### src/design/bcr_pkg.sv
// shared types, constants and register codes of the crop-and-resize block
package bcr_pkg;

  localparam int COORD_W = 9;
  localparam int PIX_W = 32;
  localparam int OUT_W = 8;
  localparam int CFG_W = 10;
  localparam int IDX_W = 3;
  localparam int QN_W = 25;
  localparam int RN_W = 9;

  localparam int MAX_DST_SIZE = 256;
  localparam int DEF_MAX_SRC_WIDTH = 512;
  localparam int DEF_MAX_SRC_HEIGHT = 512;

  localparam int RST_SRC_WIDTH = 512;
  localparam int RST_SRC_HEIGHT = 512;
  localparam int RST_BOX_X = 0;
  localparam int RST_BOX_Y = 0;
  localparam int RST_BOX_SIZE = 512;
  localparam int RST_DST_WIDTH = 256;
  localparam int RST_DST_HEIGHT = 256;

  localparam logic [QN_W-1:0] QN_RST = QN_W'((RST_BOX_SIZE * 32768) / RST_DST_WIDTH);
  localparam logic [RN_W-1:0] RN_RST = RN_W'((RST_BOX_SIZE * 32768) % RST_DST_WIDTH);

  typedef enum logic [IDX_W-1:0] {
    REG_SRC_WIDTH,
    REG_SRC_HEIGHT,
    REG_BOX_X,
    REG_BOX_Y,
    REG_BOX_SIZE,
    REG_DST_WIDTH,
    REG_DST_HEIGHT
  } reg_idx_t;

  typedef enum logic [1:0] {
    KIND_STORE,
    KIND_ERR,
    KIND_CALC
  } kind_t;

  typedef struct packed {
    logic [9:0] src_width;
    logic [9:0] src_height;
    logic [8:0] box_x;
    logic [8:0] box_y;
    logic [9:0] box_size;
    logic [8:0] dst_width;
    logic [8:0] dst_height;
  } cfg_t;

  typedef struct packed {
    kind_t              kind;
    logic [COORD_W-1:0] col;
    logic [COORD_W-1:0] row;
    logic [PIX_W-1:0]   pixel;
  } item_t;

  typedef struct packed {
    logic [QN_W-1:0] qn;
    logic [RN_W-1:0] rn;
    logic            busy;
  } scale_t;

endpackage

### src/design/bcr_scale.sv
// scale divider: box_size * 2^15 / dst_width, one quotient bit per cycle
module bcr_scale (
  input  logic                 clk,
  input  logic                 rst,
  input  logic                 start,
  input  logic [9:0]           box_size,
  input  logic [8:0]           dst_width,
  output bcr_pkg::scale_t      scale
);
  import bcr_pkg::*;

  logic [QN_W-1:0] dvd;
  logic [RN_W-1:0] rem;
  logic [RN_W-1:0] rem_next;
  logic [4:0]      cnt;
  logic            busy;
  logic [RN_W:0]   t;
  logic            ge;

  always_comb begin
    t = {rem, dvd[QN_W-1]};
    ge = t >= {1'b0, dst_width};
    rem_next = ge ? RN_W'(t - {1'b0, dst_width}) : t[RN_W-1:0];
  end

  always_ff @(posedge clk) begin
    if (rst) begin
      busy <= 1'b0;
      cnt <= '0;
      dvd <= QN_RST;
      rem <= RN_RST;
    end else if (start) begin
      busy <= 1'b1;
      cnt <= 5'(QN_W);
      dvd <= {box_size, 15'b0};
      rem <= '0;
    end else if (busy) begin
      dvd <= {dvd[QN_W-2:0], ge};
      rem <= rem_next;
      cnt <= cnt - 5'd1;
      if (cnt == 5'd1) begin
        busy <= 1'b0;
      end
    end
  end

  assign scale.qn = dvd;
  assign scale.rn = rem;
  assign scale.busy = busy;

endmodule

### config.mk
export PLATFORM = sky130hd
export DESIGN_NAME = bcr_scale
export DESIGN_NICKNAME = d
export VERILOG_FILES = /design/src/design/bcr_pkg.sv /design/src/design/bcr_scale.sv
export SDC_FILE = /design/constraint.sdc
export NUM_CORES = 1
export LEC_CHECK = 0
export BUFFER_PORTS_ARGS = -buffer_cell sky130_fd_sc_hd__buf_2
export CORE_ASPECT_RATIO = 0.8
export CORE_UTILIZATION = 25
export DETAILED_ROUTE_END_ITERATION = 6
export PLACE_DENSITY = 0.43
export REMOVE_ABC_BUFFERS = 1
export SYNTH_ARGS = -nofsm -noshare
export SYNTH_HDL_FRONTEND = slang
export SYNTH_SLANG_ARGS = --single-unit
### constraint.sdc
create_clock -name clk -period 3.26 [get_ports clk]
set_input_delay 0.326 -clock clk [delete_from_list [all_inputs] [get_ports clk]]
set_output_delay 0.326 -clock clk [all_outputs]
set_load 0.05 [all_outputs]
# Word level (Yosys, flattened, before mapping)
# Index checks and enable logic that the tools add are counted.
# word_totals
regBits	40
in_bits	22
word_cells	20
# classes
n_addsub	2
order_cmp	1
eq_ne	1
mux	8
reduce_logical	2
# op_table
op	n
$mux 25	2
$ge 10x9->1	1
$mux 5	2
$mux 9	1
$sub 9x9->9	1
$eq 5x1->1 const B	1
$sub 5x1->5 const B	1
$mux 1	3
$reduce_bool 2->1	1
$reduce_or 2->1	1

# Depth between registers and ports, before layout
# logic_depth
depth_word	4
mapped_depth	10
mapped_depth_nobuf	9

# Least setup slack after synthesis
# No wires, ideal clock.
# synth_timing
path_type	register -> register
start	reg dvd[24]
end	reg rem[1]
setup_ps	121
t_arrival_ps	2378
setup_slack_ps	761
stages_incl_launch_ff	11
path_buffers	1
synth_period_minus_slack_ps	2499
cell_sequence	dfxtp_1 -> inv_1 -> ha_1 -> inv_1 -> fa_1 -> a211oi_4 -> o31ai_4 -> a211oi_4 -> buf_6 -> mux2i_1 -> a21oi_1
# synth_between
elab_chain_cells	2
# synth_lines
element	line_no	rtl
start, declared	bcr_scale.sv:12	logic [QN_W-1:0] dvd;
start signal, assigned	bcr_scale.sv:35	dvd <= {box_size, 15'b0};
start signal, assigned	bcr_scale.sv:38	dvd <= {dvd[QN_W-2:0], ge};
$sub 9x9->9 / $ge 10x9->1 (equally long branches)	bcr_scale.sv:23, bcr_scale.sv:22	
$mux 9 (*)	bcr_scale.sv:23	rem_next = ge ? RN_W'(t - {1'b0, dst_width}) : t[RN_W-1:0];
end signal, assigned	bcr_scale.sv:39	rem <= rem_next;
end, declared	bcr_scale.sv:13	logic [RN_W-1:0] rem;
# Mark *: on every way between the ends. The rest lies on a longest branch, timed or not.
# A chain may end at the register's enable or synchronous reset.

# Worst setup path after layout
# layout_timing
start	reg dvd[24]
end	reg rem[3]
# The elaborated chain is that of the path after synthesis.

==> flow_summary.ini <==
[detailed_routing]
detail_route.vias_per_cell = 4.46
wl_um = 4990
dr.first_iter.drc_count = 91
ant_nets = 0
vias = 1827
route.detailed.drc = 0
wl_per_cell_um = 12.2
dr.pass1.iters = 5

[cts]
h-tree-depth = 2
cts_tree = yes
clock_sinks = 40
root_buffer = clkbuf_8
post-cts-setup-buffer-count = 0
cts_resized = 0
clk_path_buf_depth = 2
path_clk_slew_ns = 0.07
cts_hold_buf = 0
cts_inserted_buffers = 5
clock_latency_ns = 0.29

[logic_synthesis]
yosys-top-cells-area = dfxtp_1 36%, mux2i_1 13%, nor2_1 8.2%
synthArstFlopShare_pct = 0
synth_most_common_cell = nor2_1
synth_cell_types = 47
synth_ff_type = dfxtp_1
synth_commonest_cells = 48 x nor2_1, 40 x dfxtp_1, 29 x mux2i_1, 19 x a21oi_1, 13 x inv_1
netlist.area_leader.share_pct = 36.3
yosys.area.top_type = dfxtp_1
synth-edff-count = 0
syn_area_mm2 = 0.00220
yosys_warnings = 0
yosysSeqAreaShare_pct = 36.3
ys_ff_latch = 40
syn_avg_cell_area_um2 = 8.92
syn_inst = 247

[placement]
dp.final_hpwl_um = 3690
numPlacedInstances = 402
portBuffers = 56
place_area_mm2 = 0.00255
gp_congestion = 0.815

[cells_and_area]
finish.instance_area_mm2 = 0.00264
multiInputGateArea_mm2 = 0.00127
fin_nets = 331
area_growth_pct = 20.0
diodes = 0
instances_no_fill = 410
seqCellArea_um2 = 802
layout-drive-gt1-share_pct = 26.5
n_fill_cell = 914

[die]
dieArea_mm2 = 0.00920
chipHeight_um = 86.0
floorplan.initialDensity_pct = 25.9
io_pins = 57
coreArea_mm2 = 0.00852
dieWidth_um = 107
num_rows = 30

[sta]
fin_tns_setup_ns = 0
min_period_ns = 2.62
rsz0062_at_grt = false
worst_pin_slew_ns = 0.705
final-setup-viol-count = 0
finalMaxSlewViolations = 0
fin_skew_ns = 0.00383
maxSlewHeadroom_pct = 52.8
hold_violations = 0
fmax_mhz = 381
fin_crit_sh_pct = 80.5

[power]
ir_drop_v = 0.000163
p_leak_nw = 1.25
powerDensity_mw_per_mm2 = 415
power_w = 0.00110

[min_path]
whs_endpoint = dvd[16]$_SDFFE_PP1P_
min_path_cells = 3
hold_class = primary input to flip-flop
hold_path.startpoint = box_size[1]

[setup_path]
critPathArrivalTime_ns = 2.79
r2r_start = dvd[24]$_SDFFE_PP0P_
reg2reg_slack_ns = 0.64
r2r-end = rem[3]$_SDFFE_PP0P_
crit_required_ns = 3.43
critPathKind = flip-flop to flip-flop
worst-path-max-fanout = 15
startpoint_type = flip-flop
ff2ff_path_depth = 9
worstSetupEndpointType = flip-flop

[global_route]
grt_use_total_pct = 11.6
grt_max_degree = 26
grt_overflow_total = 0
first_global_vias = 1626
antenna_found_initial = 0
grt_pass1_wl_um = 8390

[flow_run]
max-cap-violations = 0

[status]
status = finished, final reports clean
[sequential cells by signal, summed over array words and instances (netlist names)]
signal	count
dvd	25
busy	1
cnt	5
rem	9
[worst max-delay path, cell delays in order, from the launching register on]
cell      delay [ns]
dfxtp_1         0.35
inv_1           0.06
ha_1            0.17
inv_1           0.06
fa_1            0.44
a211oi_4        0.30
o31ai_4         0.13
a211oi_4        0.66
mux2i_1         0.26
a21oi_1         0.08
[routing by layer]
metal | GRT usage (%) | wire (um) | vias to the layer above
met5 | 0 | 0 | -
met4 | 3.36 | 29 | 0
met3 | 3.42 | 260 | 7
met2 | 16.0 | 2020 | 52
met1 | 17.2 | 2680 | 816
li1 | - | - | 952
[metrics by stage]
stage               hold slack, ns  worst slack, ns  util, %
finish                       0.259            0.637     31.0
global route                 0.267            0.390     31.0
CTS                          0.245            0.612     31.0
detailed placement           0.491            0.608     30.0
global placement             0.486            0.657     30.0
floorplan                    0.398            0.590        -
[worst max-delay path by stage]
stage / startpoint / endpoint / slack [ns] / depth (start not counted)
floorplan: dvd[24]$_SDFFE_PP0P_ / rem[1]$_SDFFE_PP0P_ / 0.59 / 9
global placement: dst_width[0] / rem[3]$_SDFFE_PP0P_ / 0.66 / 9
detailed placement: dst_width[0] / rem[3]$_SDFFE_PP0P_ / 0.61 / 9
CTS: dvd[24]$_SDFFE_PP0P_ / rem[3]$_SDFFE_PP0P_ / 0.61 / 9
global route: dvd[24]$_SDFFE_PP0P_ / rem[1]$_SDFFE_PP0P_ / 0.39 / 9
finish: dvd[24]$_SDFFE_PP0P_ / rem[3]$_SDFFE_PP0P_ / 0.64 / 9
[placed cells by master, fill, tap and decap left out, drive strengths merged, types with 4 or more instances in the layout]
cell	instances
buf	58
mux2i	29
xor2	8
nand2	6
clkbuf	8
a211oi	6
o21ai	7
ha	11
dfxtp	40
nand3	4
a21oi	20
inv	13
nor2	48
nor3	4
[report_power, final]
part / internal, W / total (W) / switching (W) / leakage [nW]
registers: 0.000507 / 0.000531 / 0.0000243 / 0.327
logic: 0.0000875 / 0.000230 / 0.000143 / 0.881
clock network: 0.000173 / 0.000336 / 0.000164 / 0.0455
[cell type report]
class                           instances  share of cell area (%)
Sequential cell                        40                    30.3
Multi-Input combinational cell        179                    47.9
Timing Repair Buffer                   58                    11.2
Clock buffer                            8                    3.41
Tap cell                              112                    5.30
Inverter                               13                    1.85
[logic make-up (layout without fill, tap and decap cells)]
kind of cell             Yosys count  in the layout  share of synthesized area [%]
AO/OA/AOI/OAI                     46             46                           15.0
XOR/XNOR                           8              8                           3.18
adder cells (fa/ha/maj)           12             12                           7.15
buffers and inverters             28             79                           6.13
flip-flops                        40             40                           36.3
multiplexers                      31             31                           14.2
AND/OR/NAND/NOR                   82             82                           18.0
Note: power is estimated with default switching activity, not from simulation.
