===== src/design/bcr_pkg.sv =====
// shared types, constants and register codes of the crop-and-resize block
package bcr_pkg;

  localparam int COORD_W = 9;
  localparam int PIX_W = 32;
  localparam int OUT_W = 8;
  localparam int CFG_W = 10;
  localparam int IDX_W = 3;
  localparam int QN_W = 25;
  localparam int RN_W = 9;

  localparam int MAX_DST_SIZE = 256;
  localparam int DEF_MAX_SRC_WIDTH = 512;
  localparam int DEF_MAX_SRC_HEIGHT = 512;

  localparam int RST_SRC_WIDTH = 512;
  localparam int RST_SRC_HEIGHT = 512;
  localparam int RST_BOX_X = 0;
  localparam int RST_BOX_Y = 0;
  localparam int RST_BOX_SIZE = 512;
  localparam int RST_DST_WIDTH = 256;
  localparam int RST_DST_HEIGHT = 256;

  localparam logic [QN_W-1:0] QN_RST = QN_W'((RST_BOX_SIZE * 32768) / RST_DST_WIDTH);
  localparam logic [RN_W-1:0] RN_RST = RN_W'((RST_BOX_SIZE * 32768) % RST_DST_WIDTH);

  typedef enum logic [IDX_W-1:0] {
    REG_SRC_WIDTH,
    REG_SRC_HEIGHT,
    REG_BOX_X,
    REG_BOX_Y,
    REG_BOX_SIZE,
    REG_DST_WIDTH,
    REG_DST_HEIGHT
  } reg_idx_t;

  typedef enum logic [1:0] {
    KIND_STORE,
    KIND_ERR,
    KIND_CALC
  } kind_t;

  typedef struct packed {
    logic [9:0] src_width;
    logic [9:0] src_height;
    logic [8:0] box_x;
    logic [8:0] box_y;
    logic [9:0] box_size;
    logic [8:0] dst_width;
    logic [8:0] dst_height;
  } cfg_t;

  typedef struct packed {
    kind_t              kind;
    logic [COORD_W-1:0] col;
    logic [COORD_W-1:0] row;
    logic [PIX_W-1:0]   pixel;
  } item_t;

  typedef struct packed {
    logic [QN_W-1:0] qn;
    logic [RN_W-1:0] rn;
    logic            busy;
  } scale_t;

endpackage


===== src/design/bcr_front.sv =====
// input side: accepts words, classifies them and queues them for the engine; stores outside the frame are dropped
module bcr_front #(
  parameter int MAX_SRC_WIDTH = bcr_pkg::DEF_MAX_SRC_WIDTH,
  parameter int MAX_SRC_HEIGHT = bcr_pkg::DEF_MAX_SRC_HEIGHT
) (
  input  logic                        clk,
  input  logic                        rst,
  input  bcr_pkg::cfg_t               cfg,
  input  logic                        hold,
  input  logic                        in_valid,
  output logic                        in_stall,
  input  logic                        action,
  input  logic [bcr_pkg::COORD_W-1:0] col,
  input  logic [bcr_pkg::COORD_W-1:0] row,
  input  logic [bcr_pkg::PIX_W-1:0]   pixel_in,
  input  logic                        pop,
  output bcr_pkg::item_t              head,
  output logic                        head_valid
);
  import bcr_pkg::*;

  localparam int DEPTH = 4;
  localparam int PW = $clog2(DEPTH);

  item_t       q [DEPTH];
  logic [PW-1:0] wp;
  logic [PW-1:0] rp;
  logic [PW:0]   cnt;
  logic          accept;
  logic          push;
  logic          in_range;
  logic          bad;
  item_t         item;

  assign in_stall = (cnt == (PW+1)'(DEPTH)) || hold;
  assign accept = in_valid && !in_stall;

  always_comb begin
    in_range = (32'(col) < MAX_SRC_WIDTH) && (32'(row) < MAX_SRC_HEIGHT);
    bad = (cfg.box_size == '0) || (col >= cfg.dst_width) || (row >= cfg.dst_height) ||
          (32'(col) >= MAX_DST_SIZE) || (32'(row) >= MAX_DST_SIZE);
    item.kind = !action ? KIND_STORE : (bad ? KIND_ERR : KIND_CALC);
    item.col = col;
    item.row = row;
    item.pixel = pixel_in;
    push = accept && (action || in_range);
  end

  always_ff @(posedge clk) begin
    if (push) begin
      q[wp] <= item;
    end
  end

  always_ff @(posedge clk) begin
    if (rst) begin
      wp <= '0;
      rp <= '0;
      cnt <= '0;
    end else begin
      if (push) begin
        wp <= wp + PW'(1);
      end
      if (pop) begin
        rp <= rp + PW'(1);
      end
      if (push && !pop) begin
        cnt <= cnt + (PW+1)'(1);
      end else if (pop && !push) begin
        cnt <= cnt - (PW+1)'(1);
      end
    end
  end

  assign head = q[rp];
  assign head_valid = cnt != '0;

endmodule


===== config.mk =====
export PLATFORM = sky130hd
export DESIGN_NAME = bcr_front
export DESIGN_NICKNAME = d
export VERILOG_FILES = /design/src/design/bcr_pkg.sv /design/src/design/bcr_front.sv
export SDC_FILE = /design/constraint.sdc
export NUM_CORES = 1
export LEC_CHECK = 0
export BUFFER_PORTS_ARGS = -buffer_cell sky130_fd_sc_hd__buf_2
export CAP_MARGIN = 10
export CORE_UTILIZATION = 56
export DETAILED_ROUTE_END_ITERATION = 6
export HOLD_SLACK_MARGIN = 0.15
export PLACE_DENSITY = 0.81
export SLEW_MARGIN = 20
export SYNTH_ARGS = -nofsm -noshare
export SYNTH_HDL_FRONTEND = slang
export SYNTH_SLANG_ARGS = --single-unit

===== constraint.sdc =====
create_clock -name clk -period 9.3 [get_ports clk]
set_clock_uncertainty 0.1 [all_clocks]
set_input_delay 2.79 -clock clk [delete_from_list [all_inputs] [get_ports clk]]
set_output_delay 2.79 -clock clk [all_outputs]
set_load 0.02 [all_outputs]

Word level (Yosys, flattened, before mapping)
Memories as Yosys holds them, arrays and structs flattened. A register that Yosys moved wholly into a read port is not among the register bits.
Index checks and enable logic that the tools add are counted.
Word-level totals
  register bits after elaboration: 7
  RAM bits: 208
  input bits: 122
  output and inout bits: 54
  word-level logic and storage cells: 35
  memories kept: 1
Memories
  q: depth 4, width 52, rd ports 1, clocked after Yosys merged registers in 1, wr ports 1, line bcr_front.sv:25  | item_t q [DEPTH];
Operators by class
  $add $sub $neg: 4
  $lt $le $gt $ge: 4
  eq/ne operators: 1
  muxes and demuxes: 8
  reductions and logical operators: 14
Operators with widths (number)
  9-bit greater-or-equal comparator: 2
  9-bit greater-or-equal comparator (second input constant): 2
  10-bit zero test: 1
  2-bit 2-to-1 mux: 4
  3-bit 2-to-1 mux: 2
  1-bit logical OR: 5
  2-bit by 1-bit adder with 2-bit output (second input constant): 2
  3-bit by 1-bit adder with 3-bit output (second input constant): 1
  3-bit equality test (second input constant): 1
  1-bit logical AND: 3
  1-bit zero test: 3
  3-bit nonzero test: 1
  3-bit by 1-bit subtractor with 3-bit output (second input constant): 1
  1-bit 2-to-1 mux: 2
  2-bit nonzero test: 1

Logic depth before layout (Yosys ltp)
  depth in word-level cells: 8
  gate-level depth with buffers: 8
  gate-level depth less buffers: 8

Worst setup path before layout
No wires, ideal clock.
  path type: input to output
  start point: in hold
  end point: out in_stall
  arrival time: 2.995 ns
  data required time: 6.410 ns
  slack: 3.415 ns
  stages on the path: 1
  path buffers: 0
  cells stage by stage: a21o_1
On the way
  word-level cells in the longest chain between the ends: 1
RTL lines
  start: declaration: line bcr_front.sv:9  | input logic hold,
  1-bit logical OR: line bcr_front.sv:35  | assign in_stall = (cnt == (PW+1)'(DEPTH)) || hold;
  end: declaration: line bcr_front.sv:11  | output logic in_stall,
Every way passes these cells.

Worst setup path after layout
Ends and elaborated chain as after synthesis.

==> flow_summary.toml <==
[routing]
vias = 4152
wl_um = 14900
drtIter0Drc = 285
firstDrtPassIters = 4
drc = 0
wl_per_cell_um = 20.2
drt.antenna.violating_nets = 0
routed_via_density = 5.64

[floorplan]
start_util_pct = 57.7
fp.dieH_um = 125
core_area_um2 = 14600
rows = 44
die_w_um = 125
dieArea_um2 = 15500
ioPinCount = 176

[power_and_ir_drop]
combPwrFrac_pct = 10.7
seqPwrFrac_pct = 50.5
p_int_w = 0.00174
p_sw_w = 0.000490
swShare_pct = 22.0
finalPower_w = 0.00223
ir_drop_v = 0.000152
p_leak_nw = 3.61
p_per_area_nw_per_um2 = 222
pwr-share-clk_pct = 38.7

[place]
place_area_um2 = 9320
globalplace.congestion = 0.752
place_hpwl_um = 8780
dpl_worst_slack_ps = 3210
portBuffers = 137

[worst_setup_path]
path_buf_inv = 2
path_delay_family = "buffers and inverters"
cpMaxStageDelayCell = "buf_2"
crit_path_frequent_cell = "buf_2"
cp.arrival_ps = 3200
path_cells = "buf_2 > a21o_1 > buf_2"
crit_path_max_fanout = 2
r2r_slack_ps = 6910
crit_type = "in -> out"
worstPathRequired_ps = 6410
critPathLaunchType = "input pin"
slowest_delay_ps = 150
crit_path_end_kind = "output pin"

[hold_path]
hp-class = "reg -> reg"

[cells_and_area]
drive_above_1_share_pct = 42.4
synthToLayoutAreaGrowth_pct = 19.5
nNetsFinal = 684
antenna_cells = 0
final_area_um2 = 10100
nFillCells = 940

[logic_synthesis]
synth.distinct_cells = 33
ys_ff_latch = 217
synth_edf_count = 208
yosysSeqAreaShare_pct = 76.4
yosys.area.top_type = "edfxtp_1"
synth-main-ff-cell = "edfxtp_1"
synth_area_leaders = "edfxtp_1 (74%), mux4_2 (14%), ha_1 (3.4%)"
avgSynthCellArea_um2 = 21.9
synth.net_count = 530
synth_top_cell_area_share_pct = 74.2
syn_area_um2 = 8410
postSynth.asyncResetShare_pct = 0
synth_cells = 384
yosys_warnings = 0

[sta]
fin_setup_tns_ps = 0
worst_slack_ps = 3210
rsz0062_at_grt = "false"
fin_crit_sh_pct = 65.5
hold_viol = 0
drv_slew = 0
timing.max_slew.rel_slack_pct = 46.8
fmax_ghz = 0.164
tightest_slew_ps = 799
setup_viol = 0
fin_crit_ps = 6090

[status]
status = "complete, no violations"

[clock_tree]
cts_buffers = 22
cts_resized = 0
clockBufferDepth = 3
ctsHoldBuffers = 0
post_cts_buffers = 0
cts.clk_slew.worst_paths_ps = 60
clock-root-buffer = "clkbuf_16"
clock_sinks = 217
cts_htree_levels = 1
worstSkewPairLatency_ps = 480
cts_tree = "done"

[global_route]
antenna_found_initial = 0
grt_max_degree = 53
grt_pass1_vias = 4449
grt_overflow = 0
grt_use_total_pct = 19.4
grt_pass1_wl_um = 23000

[job]
drv_cap = 0
layer usage:
metal | global-route usage, % | up-vias | part of all wire, %
li1 | - | 1873 | -
met5 | 0 | - | 0
met4 | 5.46 | 0 | 1.5
met1 | 25.0 | 2089 | 41
met2 | 33.3 | 169 | 50
met3 | 4.34 | 21 | 7.5
worst register-to-register path: cells and delay by family, from the launching register on:
| kind | cells | cell delay (ps) |
|---|---|---|
| AOI/OAI and AO/OA | 2 | 550 |
| xor gates and xnor gates | 1 | 160 |
| adders and majority gates | 2 | 630 |
| buffers and inverters | 1 | 60 |
| DFF | 1 | 410 |
| and+or+nand+nor | 2 | 420 |
area by class of cell:
| class | instances | area [um2] | share of cell area (%) |
|---|---|---|---|
| Tap cell | 184 | 230 | 2.29 |
| Inverter | 24 | 90.1 | 0.896 |
| Clock buffer | 24 | 579 | 5.76 |
| Clock inverter | 14 | 136 | 1.36 |
| Multi-Input combinational cell | 130 | 1850 | 18.4 |
| Sequential cell | 217 | 6430 | 64.0 |
| Timing Repair Buffer | 143 | 743 | 7.39 |
sequential cells by signal, summed over array words and instances (netlist names), named ones only:
register,count
q,208
cnt,3
rp,2
wp,2
synthesized netlist by cell type, types with 2 or more instances:
cell,instances
nand2b_1,2
a21oi_1,3
nor2_1,9
mux4_2,52
clkbuf_1,5
nand2_1,2
a21o_1,3
mux2i_1,2
dfxtp_1,9
o211ai_1,2
or3_1,2
buf_1,2
buf_2,6
xnor2_1,2
nand4_1,2
nand3_1,3
ha_1,23
o21ai_0,2
edfxtp_1,208
xor2_1,3
nor4_1,4
inv_1,24
and2_1,4
cells by family (layout without fill, tap and decap cells):
| kind of cell | count (synthesis) | count (layout) | share of synthesized area (%) |
|---|---|---|---|
| flops | 217 | 217 | 76.4 |
| xor+xnor | 5 | 5 | 0.521 |
| fa+ha+maj | 24 | 24 | 3.66 |
| mux | 54 | 54 | 14.2 |
| compound gates | 17 | 17 | 1.56 |
| buf+inv | 37 | 205 | 1.74 |
| simple gates | 30 | 30 | 1.98 |
final timing paths:
check             startpoint         to  cells after the start
hold / removal         rp[0]  flip-flop                      2
setup / recovery        hold   in_stall                      3
setup reg to reg      cnt[0]     cnt[2]                      8
hold reg to reg        rp[0]  flip-flop                      2
power groups by stage:
stage | Clock [W] | Sequential [W] | Combinational [W]
detailed placement | 0 | 0.00115 | 0.000235
CTS | 0.000878 | 0.00113 | 0.000236
global placement | 0 | 0.00115 | 0.000228
floorplan | 0 | 0.00114 | 0.000162
global route | 0.000916 | 0.00113 | 0.000257
finish | 0.000864 | 0.00113 | 0.000239
metrics by stage:
step                      utilization (%)  std cells  hold WS [ps]
after floorplan                         -        384           385
after global placement               63.9        697           403
after detailed placement             63.9        697           441
after CTS                            68.8        735           457
after global routing                 68.9        736           488
final                                68.9        736           456
cells in the final DEF, fill, tap and decap left out, types with 2 or more instances in the layout:
| cell type | instances |
|---|---|
| a21oi_1 | 3 |
| nor2_1 | 9 |
| clkinv_2 | 4 |
| nand2_1 | 2 |
| dfxtp_1 | 7 |
| clkinv_1 | 7 |
| nand3_1 | 3 |
| ha_1 | 23 |
| inv_1 | 24 |
| edfxtp_1 | 208 |
| clkbuf_16 | 23 |
| buf_4 | 5 |
| o21ai_0 | 2 |
| bufinv_16 | 3 |
| o211ai_1 | 2 |
| nand2b_1 | 2 |
| xor2_1 | 3 |
| xnor2_1 | 2 |
| or3_1 | 2 |
| mux2i_1 | 2 |
| nand4_1 | 2 |
| mux4_2 | 52 |
| buf_2 | 137 |
| a21o_1 | 3 |
| and2_2 | 4 |
| nor4_1 | 4 |
No activity file was read; power rests on OpenSTA's default activity.
